`config.mk`:
```
export PLATFORM = sky130hd
export DESIGN_NAME = ws2812_spi_frame_encoder
export DESIGN_NICKNAME = d
export VERILOG_FILES = /design/src/hdl/ws_pkg.sv /design/src/hdl/ws_front.sv /design/src/hdl/ws_queue.sv /design/src/hdl/ws_back.sv /design/src/hdl/ws2812_spi_frame_encoder.sv
export SDC_FILE = /design/constraint.sdc
export NUM_CORES = 1
export LEC_CHECK = 0
export BUFFER_PORTS_ARGS = -buffer_cell sky130_fd_sc_hd__buf_2
export CELL_PAD_IN_SITES_DETAIL_PLACEMENT = 1
export CELL_PAD_IN_SITES_GLOBAL_PLACEMENT = 1
export CORE_UTILIZATION = 40
export CTS_CLUSTER_DIAMETER = 60
export DETAILED_ROUTE_END_ITERATION = 6
export PLACE_DENSITY = 0.57
export SLEW_MARGIN = 5
export SYNTH_ARGS = -nofsm -noshare
export SYNTH_HDL_FRONTEND = slang
export SYNTH_SLANG_ARGS = --single-unit
```
`constraint.sdc`:
```
create_clock -name clock -period 6.6 [get_ports clock]
set_clock_uncertainty 0.05 [all_clocks]
set_input_delay 1.32 -clock clock [delete_from_list [all_inputs] [get_ports clock]]
set_output_delay 1.32 -clock clock [all_outputs]
set_load 0.03 [all_outputs]
```
`src/hdl/ws_pkg.sv`:
```
// Shared types, constants and the bit-expansion function for the WS2812 SPI frame encoder.
// Depends on nothing; every other file of the block imports it.
package ws_pkg;

   localparam int LED_COUNT_DEFAULT = 16;
   localparam int QUEUE_DEPTH       = 2;

   localparam logic       CMD_SET   = 1'b0;
   localparam logic       CMD_SEND  = 1'b1;
   localparam logic [7:0] ALL_LEDS  = 8'd255;
   localparam logic [2:0] CODE_ONE  = 3'b110;
   localparam logic [2:0] CODE_ZERO = 3'b100;

   localparam logic [1:0] CH_RED   = 2'd0;
   localparam logic [1:0] CH_GREEN = 2'd1;
   localparam logic [1:0] CH_BLUE  = 2'd2;

   typedef enum logic [1:0] {
      OP_SET_ONE,
      OP_SET_ALL,
      OP_SEND
   } op_type;

   typedef struct packed {
      op_type      op;
      logic [7:0]  index;
      logic [23:0] color;
   } cmd_type;

   typedef struct packed {
      logic        valid;
      logic [23:0] spi_word;
      logic [3:0]  led_number;
      logic [1:0]  channel;
      logic        last;
   } rsp_type;

   // Each colour bit becomes three line bits, MSB first.
   function automatic logic [23:0] expand_byte(input logic [7:0] value);
      logic [23:0] word;
      word = '0;
      for (int b = 0; b < 8; b++) begin
         word[3*b +: 3] = value[b] ? CODE_ONE : CODE_ZERO;
      end
      return word;
   endfunction

endpackage

```
`src/hdl/ws_front.sv`:
```
// Command front end: classifies each accepted beat and queues every send or valid set.
// Depends on ws_pkg.
module ws_front #(
   parameter int LED_COUNT = ws_pkg::LED_COUNT_DEFAULT
) (
   input  logic           clock,
   input  logic           reset,
   input  logic           start,
   input  logic           queue_full,
   input  logic           cmd,
   input  logic [7:0]     index,
   input  logic [23:0]    color,
   output logic           busy,
   output logic           push,
   output ws_pkg::cmd_type push_cmd
);
   import ws_pkg::*;

   logic accepted;
   logic busy_ff;
   logic busy_in;

   // Busy follows the queue's full flag, and a registered copy of that flag holds it up
   // through the first cycle in which the queue has room again.
   assign busy_in  = queue_full;
   assign busy     = busy_ff | queue_full;
   assign accepted = start & ~busy;

   always_ff @(posedge clock) begin
      if (reset) begin
         busy_ff <= 1'b0;
      end else begin
         busy_ff <= busy_in;
      end
   end

   always_comb begin
      push           = 1'b0;
      push_cmd.op    = OP_SEND;
      push_cmd.index = index;
      push_cmd.color = color;
      if (accepted) begin
         if (cmd == CMD_SEND) begin
            push        = 1'b1;
            push_cmd.op = OP_SEND;
         end else if (index < 8'(LED_COUNT)) begin
            push        = 1'b1;
            push_cmd.op = OP_SET_ONE;
         end else if (index == ALL_LEDS) begin
            push        = 1'b1;
            push_cmd.op = OP_SET_ALL;
         end
         // Any other set index is dropped here: it changes nothing and returns nothing.
      end
   end

endmodule

```
`src/hdl/ws_queue.sv`:
```
// Short command queue between the front end and the frame engine.
// Depends on ws_pkg.
module ws_queue (
   input  logic            clock,
   input  logic            reset,
   input  logic            push,
   input  ws_pkg::cmd_type push_cmd,
   input  logic            pop,
   output logic            full,
   output logic            not_empty,
   output ws_pkg::cmd_type head
);
   import ws_pkg::*;

   localparam int PtrW = (QUEUE_DEPTH > 1) ? $clog2(QUEUE_DEPTH) : 1;
   localparam int CntW = $clog2(QUEUE_DEPTH + 1);

   cmd_type         buffer_ff [QUEUE_DEPTH];
   logic [PtrW-1:0] wr_ptr_ff, wr_ptr_in;
   logic [PtrW-1:0] rd_ptr_ff, rd_ptr_in;
   logic [CntW-1:0] count_ff, count_in;
   logic            do_push;
   logic            do_pop;

   assign full      = (count_ff == CntW'(QUEUE_DEPTH));
   assign not_empty = (count_ff != '0);
   assign head      = buffer_ff[rd_ptr_ff];
   assign do_push   = push & ~full;
   assign do_pop    = pop & not_empty;

   always_comb begin
      wr_ptr_in = wr_ptr_ff;
      rd_ptr_in = rd_ptr_ff;
      count_in  = count_ff;
      if (do_push) begin
         wr_ptr_in = (wr_ptr_ff == PtrW'(QUEUE_DEPTH - 1)) ? '0 : wr_ptr_ff + 1'b1;
      end
      if (do_pop) begin
         rd_ptr_in = (rd_ptr_ff == PtrW'(QUEUE_DEPTH - 1)) ? '0 : rd_ptr_ff + 1'b1;
      end
      if (do_push && !do_pop) begin
         count_in = count_ff + 1'b1;
      end else if (do_pop && !do_push) begin
         count_in = count_ff - 1'b1;
      end
   end

   always_ff @(posedge clock) begin
      if (reset) begin
         wr_ptr_ff <= '0;
         rd_ptr_ff <= '0;
         count_ff  <= '0;
      end else begin
         wr_ptr_ff <= wr_ptr_in;
         rd_ptr_ff <= rd_ptr_in;
         count_ff  <= count_in;
      end
   end

   always_ff @(posedge clock) begin
      if (do_push) begin
         buffer_ff[wr_ptr_ff] <= push_cmd;
      end
   end

endmodule

```
`src/hdl/ws_back.sv`:
```
// Frame engine: owns the colour store, carries out set, set-all and send commands.
// Depends on ws_pkg; takes commands from ws_queue.
module ws_back #(
   parameter int LED_COUNT = ws_pkg::LED_COUNT_DEFAULT
) (
   input  logic            clock,
   input  logic            reset,
   input  logic            cmd_valid,
   input  ws_pkg::cmd_type cmd,
   output logic            pop,
   output ws_pkg::rsp_type rsp
);
   import ws_pkg::*;

   localparam int IdxW = (LED_COUNT > 1) ? $clog2(LED_COUNT) : 1;
   localparam logic [IdxW-1:0] LastLed = IdxW'(LED_COUNT - 1);

   typedef enum logic [2:0] {
      S_IDLE,
      S_WRITE,
      S_SWEEP,
      S_READ,
      S_EMIT
   } state_type;

   state_type       state_ff, state_in;
   logic [IdxW-1:0] addr_ff, addr_in;
   logic [23:0]     color_ff, color_in;
   logic [1:0]      chan_ff, chan_in;
   logic [LED_COUNT-1:0] valid_ff, valid_in;
   rsp_type         rsp_ff, rsp_in;

   logic [23:0]     mem [LED_COUNT];
   logic [23:0]     rd_data_ff;
   logic            rd_valid_ff;
   logic            mem_we;
   logic [23:0]     entry;
   logic [7:0]      chan_byte;
   logic [7:0]      led_ext;

   assign mem_we  = (state_ff == S_WRITE) || (state_ff == S_SWEEP);
   assign pop     = (state_ff == S_IDLE) && cmd_valid;
   assign rsp     = rsp_ff;
   // Entries never written since reset read as off.
   assign entry   = rd_valid_ff ? rd_data_ff : 24'h000000;
   assign led_ext = 8'(addr_ff);

   always_comb begin
      case (chan_ff)
         CH_RED:   chan_byte = entry[23:16];
         CH_GREEN: chan_byte = entry[15:8];
         default:  chan_byte = entry[7:0];
      endcase
   end

   always_comb begin
      state_in = state_ff;
      addr_in  = addr_ff;
      color_in = color_ff;
      chan_in  = chan_ff;
      valid_in = valid_ff;
      rsp_in   = '0;
      unique case (state_ff)
         S_IDLE: begin
            if (cmd_valid) begin
               color_in = cmd.color;
               chan_in  = CH_RED;
               unique case (cmd.op)
                  OP_SET_ONE: begin
                     state_in = S_WRITE;
                     addr_in  = cmd.index[IdxW-1:0];
                  end
                  OP_SET_ALL: begin
                     state_in = S_SWEEP;
                     addr_in  = '0;
                  end
                  OP_SEND: begin
                     state_in = S_READ;
                     addr_in  = '0;
                  end
                  default: begin
                     state_in = S_IDLE;
                  end
               endcase
            end
         end
         S_WRITE: begin
            valid_in[addr_ff] = 1'b1;
            state_in          = S_IDLE;
         end
         S_SWEEP: begin
            valid_in[addr_ff] = 1'b1;
            if (addr_ff == LastLed) begin
               state_in = S_IDLE;
            end else begin
               addr_in = addr_ff + 1'b1;
            end
         end
         S_READ: begin
            state_in = S_EMIT;
            chan_in  = CH_RED;
         end
         S_EMIT: begin
            rsp_in.valid      = 1'b1;
            rsp_in.spi_word   = expand_byte(chan_byte);
            rsp_in.led_number = led_ext[3:0];
            rsp_in.channel    = chan_ff;
            rsp_in.last       = (chan_ff == CH_BLUE) && (addr_ff == LastLed);
            if (chan_ff == CH_BLUE) begin
               if (addr_ff == LastLed) begin
                  state_in = S_IDLE;
               end else begin
                  addr_in  = addr_ff + 1'b1;
                  state_in = S_READ;
               end
            end else begin
               chan_in = chan_ff + 1'b1;
            end
         end
         default: begin
            state_in = S_IDLE;
         end
      endcase
   end

   always_ff @(posedge clock) begin
      if (reset) begin
         state_ff <= S_IDLE;
         addr_ff  <= '0;
         chan_ff  <= CH_RED;
         valid_ff <= '0;
         rsp_ff   <= '0;
      end else begin
         state_ff <= state_in;
         addr_ff  <= addr_in;
         chan_ff  <= chan_in;
         valid_ff <= valid_in;
         rsp_ff   <= rsp_in;
      end
      color_ff <= color_in;
   end

   always_ff @(posedge clock) begin
      if (mem_we) begin
         mem[addr_ff] <= color_ff;
      end
      rd_data_ff  <= mem[addr_ff];
      rd_valid_ff <= valid_ff[addr_ff];
   end

endmodule

```
`src/hdl/ws2812_spi_frame_encoder.sv`:
```
// Top level of the WS2812 SPI frame encoder: front end, command queue and frame engine.
// Depends on ws_pkg, ws_front, ws_queue and ws_back.

// A command beat is taken when start is high and busy is low; busy rises only when the
// two-entry command queue is full and falls in the cycle after the queue has room again.
// A set writes one colour in the S_WRITE state, set-all sweeps the colour store at one
// entry per cycle, and a set with any other index is dropped at once. A send emits
// 3 * LED_COUNT words, one per strobe cycle, in bursts of three consecutive words per
// LED; each LED takes one store read, then its red, green and blue words. The result
// ports carry each word for exactly one cycle and the receiver cannot stall them. The
// colour store resets to all off through per-entry valid bits, so no clearing pass is
// needed.
module ws2812_spi_frame_encoder #(
   parameter int LED_COUNT = ws_pkg::LED_COUNT_DEFAULT
) (
   input  logic        clock,
   input  logic        reset,
   input  logic        start,
   output logic        busy,
   input  logic        req_cmd,
   input  logic [7:0]  req_index,
   input  logic [23:0] req_color,
   output logic        rsp_strobe,
   output logic [23:0] rsp_spi_word,
   output logic [3:0]  rsp_led_number,
   output logic [1:0]  rsp_channel,
   output logic        rsp_last
);
   import ws_pkg::*;

   logic    push;
   cmd_type push_cmd;
   logic    queue_full;
   logic    queue_not_empty;
   cmd_type queue_head;
   logic    pop;
   rsp_type rsp;

   ws_front #(.LED_COUNT(LED_COUNT)) u_front (
      .clock      (clock),
      .reset      (reset),
      .start      (start),
      .queue_full (queue_full),
      .cmd        (req_cmd),
      .index      (req_index),
      .color      (req_color),
      .busy       (busy),
      .push       (push),
      .push_cmd   (push_cmd)
   );

   ws_queue u_queue (
      .clock     (clock),
      .reset     (reset),
      .push      (push),
      .push_cmd  (push_cmd),
      .pop       (pop),
      .full      (queue_full),
      .not_empty (queue_not_empty),
      .head      (queue_head)
   );

   ws_back #(.LED_COUNT(LED_COUNT)) u_back (
      .clock     (clock),
      .reset     (reset),
      .cmd_valid (queue_not_empty),
      .cmd       (queue_head),
      .pop       (pop),
      .rsp       (rsp)
   );

   assign rsp_strobe     = rsp.valid;
   assign rsp_spi_word   = rsp.spi_word;
   assign rsp_led_number = rsp.led_number;
   assign rsp_channel    = rsp.channel;
   assign rsp_last       = rsp.last;

`ifndef SYNTH
   // The final word of a frame is always the blue word of the highest LED.
   assert property (@(posedge clock) disable iff (reset)
      rsp_strobe && rsp_last |-> rsp_channel == CH_BLUE &&
         rsp_led_number == 4'((LED_COUNT - 1) % 16))
      else $error("last flag on a word that does not end the frame");

   // The three words of one LED come out on consecutive cycles.
   assert property (@(posedge clock) disable iff (reset)
      rsp_strobe && rsp_channel == CH_RED |=>
         rsp_strobe && rsp_channel == CH_GREEN && $stable(rsp_led_number))
      else $error("green word did not follow red word");

   assert property (@(posedge clock) disable iff (reset)
      rsp_strobe && rsp_channel == CH_GREEN |=>
         rsp_strobe && rsp_channel == CH_BLUE && $stable(rsp_led_number))
      else $error("blue word did not follow green word");
`endif

endmodule
```
Word-level counts from Yosys, hierarchy flattened

Memories as Yosys holds them, arrays and structs flattened. A register that Yosys moved wholly into a read port is not among the register bits.
Index checks and enable logic that the tools add are counted.
Widths: inputs -> output; s select.

Add/sub/neg operators: 6
Order comparisons: 3
Equality and inequality tests: 16
Multiplexer cells: 47
Bitwise gates (word level): 8
Reduce and logical (&&, ||, !) cells: 22

Operator list:

| kind                | number |
|---|---|
| $mux 2              | 17 |
| $mux 32             | 1 |
| $mux 24             | 1 |
| $or 16x16->16       | 1 |
| $pmux 8 s2          | 1 |
| $mux 1              | 14 |
| $mux 4              | 3 |
| $pmux 2 s3          | 2 |
| $pmux 3 s4          | 1 |
| $pmux 4 s3          | 1 |
| $mux 3              | 3 |
| $eq 8x8->1 const B  | 1 |
| $lt 8x5->1 const B  | 1 |
| $pmux 4 s2          | 1 |
| $eq 2x2->1 const B  | 3 |
| $eq 3x2->1 const B  | 2 |
| $reduce_and 3->1    | 2 |
| $reduce_bool 3->1   | 2 |
| $reduce_or 2->1     | 3 |
| $logic_and 1x1->1   | 5 |
| $lt 4x5->1 const B  | 1 |
| $add 2x1->2 const B | 2 |
| $add 4x1->4 const B | 1 |
| $bmux 1 s4          | 1 |
| other kinds (21)    | 32 |

Flip-flop bits (word level): 87
Memory bits (writable): 452
Input bits: 36
Output and inout bits: 33
Logic and storage cells: 119
Memories: 2

Memories:

| name              | words | bits a word | read ports | clocked after Yosys merged registers in | write ports | line           | source |
|---|---|---|---|---|---|---|---|
| u_back.mem        | 16    | 24          | 1          | 1                                       | 1           | ws_back.sv:33  | `logic [23:0] mem [LED_COUNT];` |
| u_queue.buffer_ff | 2     | 34          | 1          | 1                                       | 1           | ws_queue.sv:18 | `cmd_type buffer_ff [QUEUE_DEPTH];` |

Logic depth before layout (Yosys ltp)

Depth in word-level cells: 10
Gate-level depth with buffers: 8
Depth with buffers taken out: 7

Hierarchy

A second synthesis with hierarchy kept.

Cells, all modules: 1,009
Area, all modules: 20,734.9 um2

Modules (own cells, without submodules):

| module   | times used | cells each | area an instance (um2) | sequential area each (um2) |
|---|---|---|---|---|
| ws_back  | 1          | 834        | 17,738.3               | 13,593.0 |
| ws_queue | 1          | 131        | 2,667.6                | 2,142.1 |
| ws_front | 1          | 44         | 329.1                  | 20.0 |

Worst setup path before layout

No wires, ideal clock.

Kind: register to register
From: reg u_back.state_ff[2]
To: reg u_queue.count_ff[1]
Setup time: 0.070 ns
Data arrival time: 4.117 ns
Data required time: 6.480 ns
Setup slack: 2.362 ns
Cell stages (with the launch flop): 7
Buffers on the path: 1
Cell sequence: dfxtp_1 -> buf_2 -> nor4_1 -> inv_1 -> ha_1 -> or3_1 -> a21oi_1

Longest elaborated chain between the ends: 6

Ends and longest elaborated chain:

| element                                            | line                           | source |
|---|---|---|
| start, declared                                    | ws_back.sv:26                  | `state_type state_ff, state_in;` |
| start signal, assigned                             | ws_back.sv:134                 | `state_ff <= state_in;` |
| $logic_not 3->1 *                                  | ws_back.sv:42                  | `assign pop = (state_ff == S_IDLE) && cmd_valid;` |
| $logic_and 1x1->1 *                                | ws_back.sv:42                  |  |
| via pop                                            | ws2812_spi_frame_encoder.sv:36 | `logic pop;` |
| $and 1x1->1 *                                      | ws_queue.sv:29                 | `assign do_pop = pop & not_empty;` |
| $logic_not 1->1                                    | ws_queue.sv:41                 | `if (do_push && !do_pop) begin` |
| $logic_and 1x1->1                                  | ws_queue.sv:41                 |  |
| $mux 2 / $reduce_bool 2->1 (equally long branches) | -                              |  |
| end signal, assigned                               | ws_queue.sv:56                 | `count_ff <= count_in;` |
| end, declared                                      | ws_queue.sv:21                 | `logic [CntW-1:0] count_ff, count_in;` |

Mark *: on every way through the listed nets, which the timed path passes. The rest lies on a longest branch.
A chain may end at the register's enable or synchronous reset.

Worst setup path after layout

From: reg u_back.addr_ff[1]
To: mem u_back.mem[11][5] (enable)

RTL lines:

| element                | line           | source |
|---|---|---|
| start, declared        | ws_back.sv:27  | `logic [IdxW-1:0] addr_ff, addr_in;` |
| start signal, assigned | ws_back.sv:135 | `addr_ff <= addr_in;` |
| end, declared          | ws_back.sv:33  |  |

No word-level cell before the write port.

==> impl_metrics.py <==
metrics = {
    "finish": {
        "antenna-diode-count": 0,
        "drive_gt1_frac": 0.287,
        "area_growth_pct": 14.5,
        "nFillCells": 4523,
        "nets": 1089,
    },
    "sta": {
        "layout_min_cycle_time_ns": 2.91,
        "tns_ns": 0,
        "drv_slew": 0,
        "max_freq_mhz": 344,
        "worst_pin_slew_ns": 1.14,
        "min_period_over_period": 0.441,
        "slew-limit-headroom": 0.241,
        "setup_viol": 0,
        "hold_viol": 0,
        "rsz0062_at_grt": "false",
    },
    "worst_setup_path": {
        "cp_cell_sequence": "ha_1, nand2_1, nor2_4",
        "end_kind": "flop",
        "cp_max_fo": 55,
        "cp-start-kind": "flop",
        "crit_slowest_cell": "dfxtp_4",
        "path_class": "flop to flop",
        "cp.required_ns": 6.76,
        "slowest_delay_ns": 0.91,
        "crit_arrival_ns": 3.07,
    },
    "yosys": {
        "yosysSeqAreaShare": 0.770,
        "synth_area_leaders": "edfxtp_1 70%, mux4_2 14%, dfxtp_1 7.2%",
        "async_flop_share": 0,
        "yosysMostFrequentCell": "edfxtp_1",
        "synthCells": 955,
        "yosysUniqueCellTypes": 50,
        "synth_edf_count": 468,
        "post-synth-top-area-fraction": 0.697,
        "netlist_area_um2": 20200,
        "synth_area_per_cell_um2": 21.1,
        "netlist_top_cells_count": "468 x edfxtp_1, 125 x mux4_2, 73 x dfxtp_1, 44 x nor2_1, 27 x a21oi_1",
        "yosys_most_used_dff": "edfxtp_1",
        "yosysTopAreaCell": "edfxtp_1",
        "ys_ff_latch": 541,
        "yosys_warnings": 0,
    },
    "route": {
        "drt_iter0_drc": 680,
        "vias": 9321,
        "routed_via_density": 5.32,
        "first_pass_iters": 7,
        "post_drt_wl_per_cell_um": 25.7,
        "routed_wl_mm": 45.1,
        "antenna_left": 0,
        "drc_errors": 0,
    },
    "floorplanning": {
        "fp-row-count": 81,
        "die_w_um": 227,
        "die_area_um2": 51300,
        "core_region_area_um2": 49400,
        "initial_core_util": 0.408,
        "die_h_um": 227,
        "io_pins": 69,
    },
    "place": {
        "io_buffers": 60,
        "gp_congestion": 0.716,
        "hpwl_mm": 23.7,
    },
    "cts": {
        "path_clk_slew_ns": 0.06,
        "insertion_delay_ns": 0.60,
        "hold_buffers": 0,
        "htreeDepth": 2,
        "cts_tree": "done",
        "post_cts_resize_count": 0,
        "cts_buffer_depth": 3,
        "cts.sinks": 541,
        "cts_buffers": 58,
        "post_cts_buffers": 0,
        "cts_root_buf": "clkbuf_16",
    },
    "hold_path": {
        "hold_class": "flop to flop",
    },
    "power_and_ir_drop": {
        "powerDensity_nw_per_um2": 413,
        "finalPower_mw": 9.52,
        "peakVddDrop_mv": 0.255,
        "leakagePower_nw": 7.33,
    },
    "global_route": {
        "first_global_vias": 9866,
        "grt_start_max_net_pins": 56,
        "grt.total_usage": 0.184,
        "grt-ovfl-total": 0,
        "antenna_found_initial": 5,
        "grt_pass1_wl_mm": 66.5,
    },
    "flow_run": {
        "drv_cap": 0,
    },
    "run_status": {
        "outcome": "finished, final reports clean",
    },
}
metrics by stage:
step                std cells  hold slack [ns]  area (um2)  setup WS, ns  utilization
floorplan                 962            0.372       20200          2.36            -
global route             1753            0.429       23100          3.48        0.468
detailed placement       1648            0.399       21300          3.39        0.431
finish                   1753            0.407       23100          3.69        0.468
CTS                      1753            0.411       23100          3.62        0.468
global placement         1648            0.394       21300          3.40        0.431
flip-flops by register name (all words and copies together) (netlist names), named ones only:
| name | count |
|---|---|
| u_back.state_ff | 3 |
| u_queue.rd_ptr_ff | 1 |
| u_back.rd_data_ff | 24 |
| u_queue.buffer_ff | 60 |
| u_back.mem | 384 |
| u_back.addr_ff | 4 |
| u_queue.count_ff | 2 |
| u_back.rd_valid_ff | 1 |
| u_back.valid_ff | 16 |
| u_queue.wr_ptr_ff | 1 |
| u_back.rsp | 17 |
| u_front.busy_ff | 1 |
| u_back.color_ff | 24 |
| u_back.chan_ff | 2 |
metal layers:
metal	wire length (um)	track usage	part of all wire	vias to the layer above
met5	0	0	0	-
met4	805	0.0462	0.018	0
met3	1900	0.0311	0.042	62
met2	22300	0.303	0.50	192
met1	20000	0.255	0.44	5006
li1	-	-	-	4061
layout by cell type, fill, tap and decap left out, types with 3 or more instances in the layout:
master	netlist	final
edfxtp_1	468	468
clkinv_1	0	11
inv_2	3	3
clkbuf_1	26	15
clkinv_2	0	8
nand2b_1	5	5
bufinv_16	0	4
nor3_2	0	4
xnor2_1	3	3
xor2_1	3	3
or3_1	4	4
mux2_1	26	26
buf_2	6	60
a22oi_1	8	8
a31oi_1	5	5
dfxtp_1	73	70
nand3_1	3	3
nand2_1	18	18
conb_1	1	8
mux2i_1	5	5
mux4_2	125	125
ha_1	9	9
nor2_1	44	32
nor3b_1	5	5
inv_1	4	4
nor2_4	0	12
nor3_1	12	8
and2_1	3	3
a211oi_1	4	4
a21oi_1	27	27
clkbuf_16	0	59
nand4_1	4	4
buf_4	15	23
nor2b_1	4	3
report_power, final:
group / switching, mW / internal [mW] / total [mW]
clock network: 1.28 / 1.81 / 3.09
registers: 0.446 / 4.36 / 4.80
logic: 0.827 / 0.797 / 1.62
cell type report:
class / count / area (um2) / share of cell area
clock inverter: 29 / 251 / 0.0109
timing repair buffer: 83 / 473 / 0.0205
multi-input combinational: 353 / 4410 / 0.191
tap: 664 / 831 / 0.0360
sequential: 541 / 15500 / 0.673
inverter: 7 / 26.3 / 0.00114
clock buffer: 76 / 1560 / 0.0676
worst max-delay path: cells and delay by family, from the launching register on:
| kind | cells | cell delay [ns] |
|---|---|---|
| simple gates | 2 | 1.14 |
| fa+ha+maj | 1 | 0.40 |
| flops | 1 | 0.91 |
worst paths after layout:
check / startpoint / end / slack [ns] / cells after the start
worst max-delay path: u_back.addr_ff[1] / u_back.mem[11][5] / 3.69 / 3
worst min-delay path: u_back.rd_data_ff[3] / u_back.rsp[17] / 0.41 / 2
worst max register to register: u_back.addr_ff[1] / u_back.mem[11][5] / 3.69 / 3
worst min register to register: u_back.rd_data_ff[3] / u_back.rsp[17] / 0.41 / 2
logic make-up after synthesis:
| logic type | count (synthesis) | synth area share |
|---|---|---|
| AO/OA/AOI/OAI | 59 | 0.0184 |
| XOR/XNOR | 6 | 0.00261 |
| multiplexers | 157 | 0.157 |
| flip-flops | 541 | 0.770 |
| other | 1 | 0.000186 |
| AND/OR/NAND/NOR | 114 | 0.0276 |
| adder cells (fa/ha/maj) | 9 | 0.00559 |
| buffers and inverters | 68 | 0.0188 |
Power figures use the tool's default switching activity.
